<file path="config.mk">
export PLATFORM = sky130hd
export DESIGN_NAME = sorted_timer_event_queue
export DESIGN_NICKNAME = d
export VERILOG_FILES = /design/src/stq_pkg.sv /design/src/stq_alu.sv /design/src/stq_due_mem.sv /design/src/stq_list.sv /design/src/sorted_timer_event_queue.sv
export SDC_FILE = /design/constraint.sdc
export NUM_CORES = 2
export LEC_CHECK = 0
export ABC_AREA = 1
export BUFFER_PORTS_ARGS = -buffer_cell sky130_fd_sc_hd__buf_2
export CAP_MARGIN = 15
export CORE_MARGIN = 4
export CORE_UTILIZATION = 56
export DETAILED_ROUTE_END_ITERATION = 8
export HOLD_SLACK_MARGIN = 0.03
export PLACE_DENSITY = 0.72
export SYNTH_ARGS = -nofsm -noshare
export SYNTH_HDL_FRONTEND = slang
export SYNTH_SLANG_ARGS = --single-unit
</file>
<file path="constraint.sdc">
create_clock -name clock -period 12.7 [get_ports clock]
set_clock_uncertainty 0.1 [all_clocks]
set_input_delay 2.54 -clock clock [delete_from_list [all_inputs] [get_ports clock]]
set_output_delay 2.54 -clock clock [all_outputs]
set_load 0.05 [all_outputs]
</file>
<file path="src/stq_pkg.sv">
package stq_pkg;

   // Event slots and the widths that follow from them
   localparam int ID_W = 5;
   localparam int SLOTS = 1 << ID_W;
   localparam int CNT_W = $clog2(SLOTS + 1);
   localparam int DATA_W = 32;
   localparam int CFG_W = 31;

   // Operation codes of the request beat
   localparam logic [2:0] OP_SET = 3'd0;
   localparam logic [2:0] OP_CANCEL = 3'd1;
   localparam logic [2:0] OP_PROGRESS = 3'd2;
   localparam logic [2:0] OP_QUERY = 3'd3;
   localparam logic [2:0] OP_CONSUME = 3'd4;
   localparam logic [2:0] OP_FORCE_EXIT = 3'd5;

   // Configuration register indexes and reset values
   localparam logic REG_MAX_WINDOW = 1'b0;
   localparam logic REG_CLOCKS_PER_MS = 1'b1;
   localparam logic [CFG_W-1:0] MAX_WINDOW_RESET = CFG_W'(1024);
   localparam logic [CFG_W-1:0] CLOCKS_PER_MS_RESET = '0;

   // Shared arithmetic unit operations
   localparam logic [1:0] ALU_ADD = 2'd0;
   localparam logic [1:0] ALU_SUB = 2'd1;
   localparam logic [1:0] ALU_MUL = 2'd2;

   // Order list commands
   localparam logic [2:0] LST_NOP = 3'd0;
   localparam logic [2:0] LST_FIND = 3'd1;
   localparam logic [2:0] LST_REMOVE = 3'd2;
   localparam logic [2:0] LST_INSERT = 3'd3;
   localparam logic [2:0] LST_WRITE = 3'd4;
   localparam logic [2:0] LST_COUNT = 3'd5;

   typedef struct packed {
      logic [2:0]       op;
      logic [ID_W-1:0]  id;
      logic [CNT_W-1:0] idx;
   } lst_cmd_type;

   typedef struct packed {
      logic             hit;
      logic [CNT_W-1:0] count;
   } lst_stat_type;

endpackage

</file>
<file path="src/stq_alu.sv">
module stq_alu (
   input  logic [1:0]                  op,
   input  logic [stq_pkg::DATA_W-1:0]  opa,
   input  logic [stq_pkg::DATA_W-1:0]  opb,
   output logic [stq_pkg::DATA_W-1:0]  result,
   output logic                        less
);

   logic [stq_pkg::DATA_W:0] diff;

   // Signed compare from a sign-extended subtraction
   assign diff = {opa[stq_pkg::DATA_W-1], opa} - {opb[stq_pkg::DATA_W-1], opb};
   assign less = diff[stq_pkg::DATA_W];

   // Select the wrapped result
   always_comb begin
      case (op)
         stq_pkg::ALU_ADD: result = opa + opb;
         stq_pkg::ALU_SUB: result = diff[stq_pkg::DATA_W-1:0];
         stq_pkg::ALU_MUL: result = opa * opb;
         default:          result = '0;
      endcase
   end

endmodule

</file>
<file path="src/stq_due_mem.sv">
module stq_due_mem (
   input  logic                        clock,
   input  logic                        wr_en,
   input  logic [stq_pkg::ID_W-1:0]    wr_addr,
   input  logic [stq_pkg::DATA_W-1:0]  wr_data,
   input  logic                        rd_en,
   input  logic [stq_pkg::ID_W-1:0]    rd_addr,
   output logic [stq_pkg::DATA_W-1:0]  rd_data
);

   logic [stq_pkg::DATA_W-1:0] due_mem [stq_pkg::SLOTS];
   logic [stq_pkg::DATA_W-1:0] rd_data_ff;

   // Write one due time, register one read
   always_ff @(posedge clock) begin
      if (wr_en) begin
         due_mem[wr_addr] <= wr_data;
      end
      if (rd_en) begin
         rd_data_ff <= due_mem[rd_addr];
      end
   end

   assign rd_data = rd_data_ff;

endmodule

</file>
<file path="src/stq_list.sv">
module stq_list (
   input  logic                      clock,
   input  logic                      reset,
   input  stq_pkg::lst_cmd_type      cmd,
   input  logic [stq_pkg::ID_W-1:0]  rd_idx,
   output logic [stq_pkg::ID_W-1:0]  rd_id,
   output stq_pkg::lst_stat_type     stat
);

   logic [stq_pkg::ID_W-1:0]  entry_ff [stq_pkg::SLOTS];
   logic [stq_pkg::ID_W-1:0]  entry_in [stq_pkg::SLOTS];
   logic [stq_pkg::CNT_W-1:0] count_ff, count_in;
   logic                      hit_ff, hit_in;
   logic [stq_pkg::ID_W-1:0]  pos_ff, pos_in;
   logic [stq_pkg::SLOTS-1:0] match;
   logic [stq_pkg::ID_W-1:0]  match_pos;

   // Compare every live cell against the addressed slot
   always_comb begin
      match_pos = '0;
      for (int i = 0; i < stq_pkg::SLOTS; i++) begin
         match[i] = (stq_pkg::CNT_W'(i) < count_ff) && (entry_ff[i] == cmd.id);
         if (match[i]) begin
            match_pos = match_pos | stq_pkg::ID_W'(i);
         end
      end
   end

   // Cell chain: find, close a gap, open a gap, compact, set length
   always_comb begin
      entry_in = entry_ff;
      count_in = count_ff;
      hit_in = hit_ff;
      pos_in = pos_ff;
      case (cmd.op)
         stq_pkg::LST_FIND: begin
            hit_in = |match;
            pos_in = match_pos;
         end
         stq_pkg::LST_REMOVE: begin
            if (hit_ff) begin
               for (int i = 0; i < stq_pkg::SLOTS - 1; i++) begin
                  if (stq_pkg::ID_W'(i) >= pos_ff) begin
                     entry_in[i] = entry_ff[i+1];
                  end
               end
               count_in = count_ff - stq_pkg::CNT_W'(1);
            end
         end
         stq_pkg::LST_INSERT: begin
            if (cmd.idx == '0) begin
               entry_in[0] = cmd.id;
            end
            for (int i = 1; i < stq_pkg::SLOTS; i++) begin
               if (stq_pkg::CNT_W'(i) > cmd.idx) begin
                  entry_in[i] = entry_ff[i-1];
               end else if (stq_pkg::CNT_W'(i) == cmd.idx) begin
                  entry_in[i] = cmd.id;
               end
            end
            count_in = count_ff + stq_pkg::CNT_W'(1);
         end
         stq_pkg::LST_WRITE: begin
            entry_in[cmd.idx[stq_pkg::ID_W-1:0]] = cmd.id;
         end
         stq_pkg::LST_COUNT: begin
            count_in = cmd.idx;
         end
         default: begin
         end
      endcase
   end

   always_ff @(posedge clock) begin
      if (reset) begin
         count_ff <= '0;
         hit_ff <= 1'b0;
      end else begin
         count_ff <= count_in;
         hit_ff <= hit_in;
      end
   end

   always_ff @(posedge clock) begin
      pos_ff <= pos_in;
      entry_ff <= entry_in;
   end

   assign rd_id = entry_ff[rd_idx];
   assign stat.hit = hit_ff;
   assign stat.count = count_ff;

   // Checks on the list itself
   a_count_range: assert property (@(posedge clock) disable iff (reset)
      count_ff <= stq_pkg::CNT_W'(stq_pkg::SLOTS))
      else $error("pending count beyond slot count");

   a_unique_ids: assert property (@(posedge clock) disable iff (reset)
      (cmd.op == stq_pkg::LST_FIND) |-> $onehot0(match))
      else $error("slot listed more than once");

   a_remove_nonempty: assert property (@(posedge clock) disable iff (reset)
      (cmd.op == stq_pkg::LST_REMOVE && hit_ff) |-> (count_ff != '0))
      else $error("removal from an empty list");

endmodule

</file>
<file path="src/sorted_timer_event_queue.sv">
// Channel  Dir  Handshake                Payload
// req      in   req_tvalid / req_tready  tdata: event_id, clock_value; tuser: op, abs, ms
// rsp      out  rsp_tvalid / rsp_tready  tdata: fired_id .. window_left; tuser: fired; tlast
// csr      in   csr_wr_en                csr_index, csr_wdata (no read-back)
//
// One operation at a time; req_tready is high only between operations.
// Set scans the list entry by entry for its place through the one due-time read
// port; progress walks every pending slot twice and emits a beat per fired slot.
// A finished beat waits in the output register while the next request is taken;
// a stalled rsp side holds the sequencer only when it has another beat to load.
// Synchronous reset empties the list and clears the window; due times are not reset.
module sorted_timer_event_queue (
   input  logic          clock,
   input  logic          reset,
   input  logic          req_tvalid,
   output logic          req_tready,
   input  logic [39:0]   req_tdata,   // event_id[4:0], clock_value[36:5], zero pad
   input  logic [4:0]    req_tuser,   // operation[2:0], absolute[3], in_ms[4]
   output logic          rsp_tvalid,
   input  logic          rsp_tready,
   output logic [103:0]  rsp_tdata,   // fired_id[4:0], active[5], remaining[37:6],
                                      // window_base[69:38], window_left[101:70], pad
   output logic [0:0]    rsp_tuser,   // fired[0]
   output logic          rsp_tlast,
   input  logic          csr_wr_en,
   input  logic [0:0]    csr_index,
   input  logic [30:0]   csr_wdata
);

   localparam int ST_W = 5;
   localparam logic [ST_W-1:0] S_IDLE     = 5'd0;
   localparam logic [ST_W-1:0] S_SET_DLY  = 5'd1;
   localparam logic [ST_W-1:0] S_SET_DUE  = 5'd2;
   localparam logic [ST_W-1:0] S_SET_ADD  = 5'd3;
   localparam logic [ST_W-1:0] S_SET_WR   = 5'd4;
   localparam logic [ST_W-1:0] S_SCAN_A   = 5'd5;
   localparam logic [ST_W-1:0] S_SCAN_B   = 5'd6;
   localparam logic [ST_W-1:0] S_INS      = 5'd7;
   localparam logic [ST_W-1:0] S_HEAD1    = 5'd8;
   localparam logic [ST_W-1:0] S_HEAD2    = 5'd9;
   localparam logic [ST_W-1:0] S_FIND     = 5'd10;
   localparam logic [ST_W-1:0] S_REMOVE   = 5'd11;
   localparam logic [ST_W-1:0] S_Q1       = 5'd12;
   localparam logic [ST_W-1:0] S_Q2       = 5'd13;
   localparam logic [ST_W-1:0] S_Q3       = 5'd14;
   localparam logic [ST_W-1:0] S_CONS     = 5'd15;
   localparam logic [ST_W-1:0] S_FORCE    = 5'd16;
   localparam logic [ST_W-1:0] S_P1A      = 5'd17;
   localparam logic [ST_W-1:0] S_P1B      = 5'd18;
   localparam logic [ST_W-1:0] S_P1C      = 5'd19;
   localparam logic [ST_W-1:0] S_P1END    = 5'd20;
   localparam logic [ST_W-1:0] S_P2A      = 5'd21;
   localparam logic [ST_W-1:0] S_P2B      = 5'd22;
   localparam logic [ST_W-1:0] S_P2EMIT   = 5'd23;
   localparam logic [ST_W-1:0] S_P2END    = 5'd24;
   localparam logic [ST_W-1:0] S_DONE     = 5'd25;

   localparam int DW = stq_pkg::DATA_W;
   localparam int IW = stq_pkg::ID_W;
   localparam int CW = stq_pkg::CNT_W;

   // Request fields
   logic [2:0]    req_op;
   logic [IW-1:0] req_id;
   logic [DW-1:0] req_val;
   assign req_op = req_tuser[2:0];
   assign req_id = req_tdata[4:0];
   assign req_val = req_tdata[36:5];

   logic [ST_W-1:0] state_ff, state_in;
   logic [IW-1:0] id_ff, id_in;
   logic [DW-1:0] val_ff, val_in;
   logic abs_ff, abs_in, ms_ff, ms_in;
   logic [DW-1:0] wl_ff, wl_in, wr_ff, wr_in;
   logic [stq_pkg::CFG_W-1:0] max_win_ff, max_win_in, cpm_ff, cpm_in;
   logic [DW-1:0] delay_ff, delay_in, tmp_ff, tmp_in, due_ff, due_in;
   logic [DW-1:0] nb_ff, nb_in, oldwl_ff, oldwl_in, d_ff, d_in;
   logic [CW-1:0] i_ff, i_in, kept_ff, kept_in, fcnt_ff, fcnt_in, femit_ff, femit_in;
   logic [IW-1:0] cur_id_ff, cur_id_in, fid_ff, fid_in;
   logic act_ff, act_in;
   logic [DW-1:0] rem_ff, rem_in;

   // Output register
   logic rsp_valid_ff, rsp_valid_in;
   logic [IW-1:0] r_fid_ff, r_fid_in;
   logic r_fired_ff, r_fired_in, r_act_ff, r_act_in, r_last_ff, r_last_in;
   logic [DW-1:0] r_rem_ff, r_rem_in, r_wb_ff, r_wb_in, r_wl_ff, r_wl_in;

   // Shared unit, due-time store and order list
   logic [1:0] alu_op;
   logic [DW-1:0] alu_a, alu_b, alu_y;
   logic alu_lt;
   logic mem_we, mem_re;
   logic [IW-1:0] mem_waddr, mem_raddr;
   logic [DW-1:0] mem_wdata, mem_rdata;
   stq_pkg::lst_cmd_type lst_cmd;
   stq_pkg::lst_stat_type lst_stat;
   logic [IW-1:0] lst_rd_id;

   logic out_free, y_pos, d_pos, wr_pos, req_take;

   stq_alu u_alu (
      .op     (alu_op),
      .opa    (alu_a),
      .opb    (alu_b),
      .result (alu_y),
      .less   (alu_lt)
   );

   stq_due_mem u_due_mem (
      .clock   (clock),
      .wr_en   (mem_we),
      .wr_addr (mem_waddr),
      .wr_data (mem_wdata),
      .rd_en   (mem_re),
      .rd_addr (mem_raddr),
      .rd_data (mem_rdata)
   );

   stq_list u_list (
      .clock  (clock),
      .reset  (reset),
      .cmd    (lst_cmd),
      .rd_idx (i_ff[IW-1:0]),
      .rd_id  (lst_rd_id),
      .stat   (lst_stat)
   );

   assign req_tready = (state_ff == S_IDLE);
   assign req_take = req_tvalid && req_tready;
   assign out_free = !rsp_valid_ff || rsp_tready;
   assign y_pos = !alu_y[DW-1] && (alu_y != '0);
   assign d_pos = !d_ff[DW-1] && (d_ff != '0);
   assign wr_pos = !wr_ff[DW-1] && (wr_ff != '0);

   // Sequencer
   always_comb begin
      state_in = state_ff;
      id_in = id_ff;
      val_in = val_ff;
      abs_in = abs_ff;
      ms_in = ms_ff;
      wl_in = wl_ff;
      wr_in = wr_ff;
      max_win_in = max_win_ff;
      cpm_in = cpm_ff;
      delay_in = delay_ff;
      tmp_in = tmp_ff;
      due_in = due_ff;
      nb_in = nb_ff;
      oldwl_in = oldwl_ff;
      d_in = d_ff;
      i_in = i_ff;
      kept_in = kept_ff;
      fcnt_in = fcnt_ff;
      femit_in = femit_ff;
      cur_id_in = cur_id_ff;
      fid_in = fid_ff;
      act_in = act_ff;
      rem_in = rem_ff;

      rsp_valid_in = rsp_valid_ff && !rsp_tready;
      r_fid_in = r_fid_ff;
      r_fired_in = r_fired_ff;
      r_act_in = r_act_ff;
      r_rem_in = r_rem_ff;
      r_wb_in = r_wb_ff;
      r_wl_in = r_wl_ff;
      r_last_in = r_last_ff;

      alu_op = stq_pkg::ALU_ADD;
      alu_a = '0;
      alu_b = '0;
      mem_we = 1'b0;
      mem_waddr = id_ff;
      mem_wdata = due_ff;
      mem_re = 1'b0;
      mem_raddr = id_ff;
      lst_cmd.op = stq_pkg::LST_NOP;
      lst_cmd.id = id_ff;
      lst_cmd.idx = i_ff;

      // Take configuration writes at any time
      if (csr_wr_en) begin
         case (csr_index[0])
            stq_pkg::REG_MAX_WINDOW:    max_win_in = csr_wdata;
            stq_pkg::REG_CLOCKS_PER_MS: cpm_in = csr_wdata;
            default: begin
            end
         endcase
      end

      case (state_ff)
         S_IDLE: begin
            if (req_take) begin
               id_in = req_id;
               val_in = req_val;
               abs_in = req_tuser[3];
               ms_in = req_tuser[4];
               fid_in = (req_op == stq_pkg::OP_QUERY) ? req_id : '0;
               act_in = 1'b0;
               rem_in = '0;
               i_in = '0;
               case (req_op)
                  stq_pkg::OP_SET:       state_in = S_SET_DLY;
                  stq_pkg::OP_CANCEL:    state_in = S_FIND;
                  stq_pkg::OP_QUERY:     state_in = S_Q1;
                  stq_pkg::OP_CONSUME:   state_in = S_CONS;
                  stq_pkg::OP_FORCE_EXIT: state_in = S_FORCE;
                  stq_pkg::OP_PROGRESS: begin
                     nb_in = {1'b0, max_win_ff};
                     oldwl_in = wl_ff;
                     fcnt_in = '0;
                     state_in = S_P1A;
                  end
                  default:               state_in = S_DONE;
               endcase
            end
         end

         // Set: scale the delay, fetch the old due time, drop the slot
         S_SET_DLY: begin
            alu_op = stq_pkg::ALU_MUL;
            alu_a = {1'b0, cpm_ff};
            alu_b = val_ff;
            delay_in = ms_ff ? alu_y : val_ff;
            mem_re = 1'b1;
            lst_cmd.op = stq_pkg::LST_FIND;
            state_in = S_SET_DUE;
         end
         S_SET_DUE: begin
            alu_op = stq_pkg::ALU_SUB;
            alu_a = wl_ff;
            alu_b = wr_ff;
            tmp_in = abs_ff ? alu_y : mem_rdata;
            lst_cmd.op = stq_pkg::LST_REMOVE;
            state_in = S_SET_ADD;
         end
         S_SET_ADD: begin
            alu_op = stq_pkg::ALU_ADD;
            alu_a = tmp_ff;
            alu_b = delay_ff;
            due_in = alu_y;
            state_in = S_SET_WR;
         end
         S_SET_WR: begin
            mem_we = 1'b1;
            i_in = '0;
            state_in = (lst_stat.count >= CW'(stq_pkg::SLOTS)) ? S_DONE : S_SCAN_A;
         end

         // Walk the list for the first later due time
         S_SCAN_A: begin
            if (i_ff == lst_stat.count) begin
               state_in = S_INS;
            end else begin
               mem_re = 1'b1;
               mem_raddr = lst_rd_id;
               state_in = S_SCAN_B;
            end
         end
         S_SCAN_B: begin
            alu_op = stq_pkg::ALU_SUB;
            alu_a = due_ff;
            alu_b = mem_rdata;
            if (alu_lt) begin
               state_in = S_INS;
            end else begin
               i_in = i_ff + CW'(1);
               state_in = S_SCAN_A;
            end
         end
         S_INS: begin
            lst_cmd.op = stq_pkg::LST_INSERT;
            state_in = (i_ff == '0) ? S_HEAD1 : S_DONE;
         end

         // New head: shrink the window to the new due time
         S_HEAD1: begin
            alu_op = stq_pkg::ALU_SUB;
            alu_a = wr_ff;
            alu_b = wl_ff;
            tmp_in = alu_y;
            state_in = S_HEAD2;
         end
         S_HEAD2: begin
            alu_op = stq_pkg::ALU_ADD;
            alu_a = tmp_ff;
            alu_b = due_ff;
            wr_in = alu_y;
            wl_in = due_ff;
            state_in = S_DONE;
         end

         // Cancel
         S_FIND: begin
            lst_cmd.op = stq_pkg::LST_FIND;
            state_in = S_REMOVE;
         end
         S_REMOVE: begin
            lst_cmd.op = stq_pkg::LST_REMOVE;
            state_in = S_DONE;
         end

         // Query: due time less elapsed clocks
         S_Q1: begin
            lst_cmd.op = stq_pkg::LST_FIND;
            mem_re = 1'b1;
            state_in = S_Q2;
         end
         S_Q2: begin
            alu_op = stq_pkg::ALU_SUB;
            alu_a = wl_ff;
            alu_b = wr_ff;
            tmp_in = alu_y;
            state_in = S_Q3;
         end
         S_Q3: begin
            alu_op = stq_pkg::ALU_SUB;
            alu_a = mem_rdata;
            alu_b = tmp_ff;
            act_in = lst_stat.hit;
            rem_in = lst_stat.hit ? alu_y : '1;
            state_in = S_DONE;
         end

         S_CONS: begin
            alu_op = stq_pkg::ALU_SUB;
            alu_a = wr_ff;
            alu_b = val_ff;
            wr_in = alu_y;
            state_in = S_DONE;
         end
         S_FORCE: begin
            alu_op = stq_pkg::ALU_SUB;
            alu_a = wl_ff;
            alu_b = wr_ff;
            if (wr_pos) begin
               wl_in = alu_y;
               wr_in = '0;
            end
            state_in = S_DONE;
         end

         // Progress, first pass: next window and number of expiries
         S_P1A: begin
            if (i_ff == lst_stat.count) begin
               state_in = S_P1END;
            end else begin
               mem_re = 1'b1;
               mem_raddr = lst_rd_id;
               state_in = S_P1B;
            end
         end
         S_P1B: begin
            alu_op = stq_pkg::ALU_SUB;
            alu_a = mem_rdata;
            alu_b = oldwl_ff;
            d_in = alu_y;
            state_in = S_P1C;
         end
         S_P1C: begin
            alu_op = stq_pkg::ALU_SUB;
            alu_a = nb_ff;
            alu_b = d_ff;
            if (d_pos) begin
               if (!alu_lt) begin
                  nb_in = d_ff;
               end
            end else begin
               fcnt_in = fcnt_ff + CW'(1);
            end
            i_in = i_ff + CW'(1);
            state_in = S_P1A;
         end
         S_P1END: begin
            alu_op = stq_pkg::ALU_ADD;
            alu_a = wr_ff;
            alu_b = nb_ff;
            wr_in = alu_y;
            wl_in = nb_ff;
            i_in = '0;
            kept_in = '0;
            femit_in = '0;
            state_in = S_P2A;
         end

         // Progress, second pass: rebase, compact, report expiries
         S_P2A: begin
            if (i_ff == lst_stat.count) begin
               state_in = S_P2END;
            end else begin
               mem_re = 1'b1;
               mem_raddr = lst_rd_id;
               cur_id_in = lst_rd_id;
               state_in = S_P2B;
            end
         end
         S_P2B: begin
            alu_op = stq_pkg::ALU_SUB;
            alu_a = mem_rdata;
            alu_b = oldwl_ff;
            mem_we = 1'b1;
            mem_waddr = cur_id_ff;
            mem_wdata = alu_y;
            if (y_pos) begin
               lst_cmd.op = stq_pkg::LST_WRITE;
               lst_cmd.id = cur_id_ff;
               lst_cmd.idx = kept_ff;
               kept_in = kept_ff + CW'(1);
               i_in = i_ff + CW'(1);
               state_in = S_P2A;
            end else begin
               state_in = S_P2EMIT;
            end
         end
         S_P2EMIT: begin
            if (out_free) begin
               rsp_valid_in = 1'b1;
               r_fid_in = cur_id_ff;
               r_fired_in = 1'b1;
               r_act_in = 1'b0;
               r_rem_in = '0;
               r_wb_in = wl_ff;
               r_wl_in = wr_ff;
               r_last_in = ((femit_ff + CW'(1)) == fcnt_ff);
               femit_in = femit_ff + CW'(1);
               i_in = i_ff + CW'(1);
               state_in = S_P2A;
            end
         end
         S_P2END: begin
            lst_cmd.op = stq_pkg::LST_COUNT;
            lst_cmd.idx = kept_ff;
            state_in = (fcnt_ff == '0) ? S_DONE : S_IDLE;
         end

         // Single closing beat
         S_DONE: begin
            if (out_free) begin
               rsp_valid_in = 1'b1;
               r_fid_in = fid_ff;
               r_fired_in = 1'b0;
               r_act_in = act_ff;
               r_rem_in = rem_ff;
               r_wb_in = wl_ff;
               r_wl_in = wr_ff;
               r_last_in = 1'b1;
               state_in = S_IDLE;
            end
         end

         default: begin
            state_in = S_IDLE;
         end
      endcase
   end

   // Control state
   always_ff @(posedge clock) begin
      if (reset) begin
         state_ff <= S_IDLE;
         wl_ff <= '0;
         wr_ff <= '0;
         max_win_ff <= stq_pkg::MAX_WINDOW_RESET;
         cpm_ff <= stq_pkg::CLOCKS_PER_MS_RESET;
         rsp_valid_ff <= 1'b0;
      end else begin
         state_ff <= state_in;
         wl_ff <= wl_in;
         wr_ff <= wr_in;
         max_win_ff <= max_win_in;
         cpm_ff <= cpm_in;
         rsp_valid_ff <= rsp_valid_in;
      end
   end

   // Working and payload registers
   always_ff @(posedge clock) begin
      id_ff <= id_in;
      val_ff <= val_in;
      abs_ff <= abs_in;
      ms_ff <= ms_in;
      delay_ff <= delay_in;
      tmp_ff <= tmp_in;
      due_ff <= due_in;
      nb_ff <= nb_in;
      oldwl_ff <= oldwl_in;
      d_ff <= d_in;
      i_ff <= i_in;
      kept_ff <= kept_in;
      fcnt_ff <= fcnt_in;
      femit_ff <= femit_in;
      cur_id_ff <= cur_id_in;
      fid_ff <= fid_in;
      act_ff <= act_in;
      rem_ff <= rem_in;
      r_fid_ff <= r_fid_in;
      r_fired_ff <= r_fired_in;
      r_act_ff <= r_act_in;
      r_rem_ff <= r_rem_in;
      r_wb_ff <= r_wb_in;
      r_wl_ff <= r_wl_in;
      r_last_ff <= r_last_in;
   end

   assign rsp_tvalid = rsp_valid_ff;
   assign rsp_tdata = {2'b00, r_wl_ff, r_wb_ff, r_rem_ff, r_act_ff, r_fid_ff};
   assign rsp_tuser = r_fired_ff;
   assign rsp_tlast = r_last_ff;

   // A beat that is not the last of its run only comes from the second progress pass
   a_run_open: assert property (@(posedge clock) disable iff (reset)
      (rsp_valid_ff && !r_last_ff) |-> (state_ff == S_P2A || state_ff == S_P2B ||
                                        state_ff == S_P2EMIT || state_ff == S_P2END))
      else $error("open beat run outside progress");

endmodule
</file>
==> results.toml <==
[sta]
finalCritPeriodShare = 0.969
final_max_slew_viol_count = 0
worst_slew_pin_slew_ns = 1.21
min_period_ns = 12.31
setup-tns-final_ns = 0
hold_violations = 0
fin_ws_ns = 0.393
max-slew-margin-rel = 0.188
max_freq_mhz = 81.3
setup_viol = 0

[synth]
synth_area_sq_um = 102000
netlist_top_cells_count = "nand2_1, edfxtp_1, nor2_1"
yosysWarnings = 0
synth_area_leaders = "edfxtp_1, nand2_1, fa_1, o21ai_0, nor2_1"
synth_top_area_share = 0.480
synth_edf_count = 1623
syn_avg_cell_area_sq_um = 9.20
yosys.area.top_type = "edfxtp_1"
synth_fa_ha_area_frac = 0.105
ys.flop_type = "edfxtp_1"
synth_cell_types = 70
synth_most_common_cell = "nand2_1"
synthCells = 11035
ys_ff_latch = 1762
synth_top_family_by_area = "simple AND/OR/NAND/NOR gates"
seq_area_frac_synth = 0.508
synth_compound_area_frac = 0.139
async_reset_ff_frac = 0
synth_xor_area_frac = 0.00311
synthSimpleGateAreaFrac = 0.177
synthMuxAreaShare = 0.000296

[global_route]
grt_pass1_vias = 83618
grt_first_pass_wirelength_microns = 570000
grtUsageTotal = 0.417
grt-ovfl-total = 0
antenna_found_initial = 22
grt_max_degree = 225

[clock_tree]
ctsHoldBuffers = 0
cts_tree = "built"
cts_buffer_depth = 3
h-tree-depth = 4
insertion_delay_ns = 0.84
cts-root-buf = "clkbuf_16"
cts.sinks = 1762
cts_buffers = 180
clkTransAtPathRegs_ns = 0.06

[placed_design]
place.gp.congestion = 1.04
hpwl_microns = 277000
placed_cells = 13508
portBuffers = 184
place_ws_ns = 0.0736

[critical_path]
critPathTopFamily = "adder cells"
slowest_stage = "fa_1"
critPathMaxFanout = 22
crit_required_ns = 13.16
critical_path_class = "register to register"
worstPathArrival_ns = 12.77
critical_path.max_stage_delay_ns = 0.57
cp-end-kind = "register"
cp-start-kind = "register"
path_buf_inv = 12
crit_top_cell = "fa_1"
r2r_slack_ns = 0.39

[power]
power.density_nw_per_um2 = 218
leakage_nw = 46.4
power_frac_comb = 0.472
cell_internal_pwr_w = 0.0133
switching_share = 0.466
clkPwrFrac = 0.211
p_switching_w = 0.0117
power_frac_seq = 0.317
ir_drop_mv = 0.220

[floorplan]
die_w_microns = 434
coreArea_sq_um = 179000
io_pins = 190
die-area_sq_um = 188000
row_count = 155
start_util = 0.566
dieHeight_microns = 434

[run_status]
outcome = "finished clean"

[route]
wl_microns = 398000
drt_first_pass_iters = 6
final_antenna_net_count = 0
drcViolationCount = 0
first_iter_violations = 12506
viasPerCell = 6.37
wl_per_cell_microns = 28.7
vias = 88302

[cells_and_area]
nNetsFinal = 12046
area_delta_synth_final_pct = 12.7
nFillCells = 14531
layout-drive-gt1-share = 0.110
fin_cells = 13865

[worst_hold_path]
min_path_type = "register to register"

[run]
cap_violations = 0
metrics by stage:
stage / power [W] / area (sq um) / hold WS, ns / utilization
3_3_place_gp: 0.0191 / 108000 / 0.346 / 0.602
3_5_place_dp: 0.0192 / 108000 / 0.350 / 0.602
5_1_grt: 0.0259 / 114000 / 0.389 / 0.638
6_report: 0.0250 / 114000 / 0.374 / 0.638
4_1_cts: 0.0245 / 114000 / 0.373 / 0.635
2_1_floorplan: 0.0138 / 102000 / 0.329 / -
layout make-up:
type	instances	area, sq um	share of cell area
sequential	1762	51500	0.450
multi-input combinational	7481	43800	0.382
timing repair buffer	735	5780	0.0505
clock buffer	226	4820	0.0421
inverter	1199	4540	0.0397
tap	2355	2950	0.0258
clock inverter	102	1040	0.00910
antenna	5	12.5	0.000109
layer usage:
metal,wire [microns],share of wire,GRT usage,vias to the layer above
li1,-,-,-,38225
met1,141000,0.35,0.540,42362
met2,176000,0.44,0.639,6406
met3,47700,0.12,0.0818,1303
met4,33100,0.083,0.285,6
met5,42,0.00011,0,-
worst reg2reg max path: cells and delay by family, from the launching register on:
family	cells	cell delay, ns
adder cells (fa/ha/maj)	9	4.55
AND/OR/NAND/NOR	22	3.35
buffers and inverters	12	2.18
AO/OA/AOI/OAI	7	1.34
flip-flops	1	0.49
power by group through the flow:
stage,clock network [W],logic [W],registers [W]
CTS,0.00528,0.0113,0.00788
detailed placement,0,0.0113,0.00799
global route,0.00554,0.0124,0.00793
floorplan,0,0.00621,0.00763
global placement,0,0.0111,0.00799
finish,0.00528,0.0118,0.00793
layout by cell type (no fill, tap or decap), drive strengths merged, types with 12 or more instances in the layout:
cell type,synthesis,final
nand2,2271,2271
edfxtp,1623,1623
nor2,1523,1524
o21ai,1206,1206
inv,1183,1193
buf,147,735
a21oi,472,472
nand3,451,451
fa,410,410
clkbuf,448,226
o221ai,207,207
o211ai,198,198
ha,195,195
dfxtp,139,139
o22ai,97,97
clkinv,16,89
nand4,83,83
a31oi,69,69
nor3,44,44
a41oi,31,31
xor2,24,24
nor4,22,22
a311oi,19,19
a211oi,18,18
or2,18,18
o211a,16,16
nand3b,12,12
xnor2,12,12
timing repair:
item                       in CTS  in global routing
setup buffers                   0                 14
resized for setup               0                 38
setup endpoints to repair       0                326
kinds of logic (layout without fill, tap and decap cells):
kind of cell / Yosys count / in the layout
buffers and inverters: 1794 / 2262
other: 1 / 7
multiplexers: 3 / 3
AO/OA/AOI/OAI: 2402 / 2402
flip-flops: 1762 / 1762
adder cells (fa/ha/maj): 605 / 605
XOR/XNOR: 36 / 36
AND/OR/NAND/NOR: 4432 / 4433
final timing paths:
check	startpoint	endpoint	depth (start not counted)
setup reg to reg	state_ff[3]$_SDFFE_PP0P_	u_list.entry_ff[74]$_DFFE_PP_	50
setup / recovery	state_ff[3]$_SDFFE_PP0P_	u_list.entry_ff[74]$_DFFE_PP_	50
hold reg to reg	max_win_ff[10]$_SDFFE_PP1P_	max_win_ff[10]$_SDFFE_PP1P_	2
hold / removal	max_win_ff[10]$_SDFFE_PP1P_	max_win_ff[10]$_SDFFE_PP1P_	2
flip-flops by register name, summed over array words and instances (netlist names), 32 cells and up:
register / count
oldwl_ff: 32
u_list.entry_ff: 160
r_wl_ff: 32
rem_ff: 32
nb_ff: 32
delay_ff: 32
r_rem_ff: 32
d_ff: 32
u_due_mem.due_mem: 1024
due_ff: 32
tmp_ff: 32
r_wb_ff: 32
u_due_mem.rd_data: 32
wl_ff: 32
wr_ff: 32
val_ff: 32
Power figures use the tool's default switching activity.
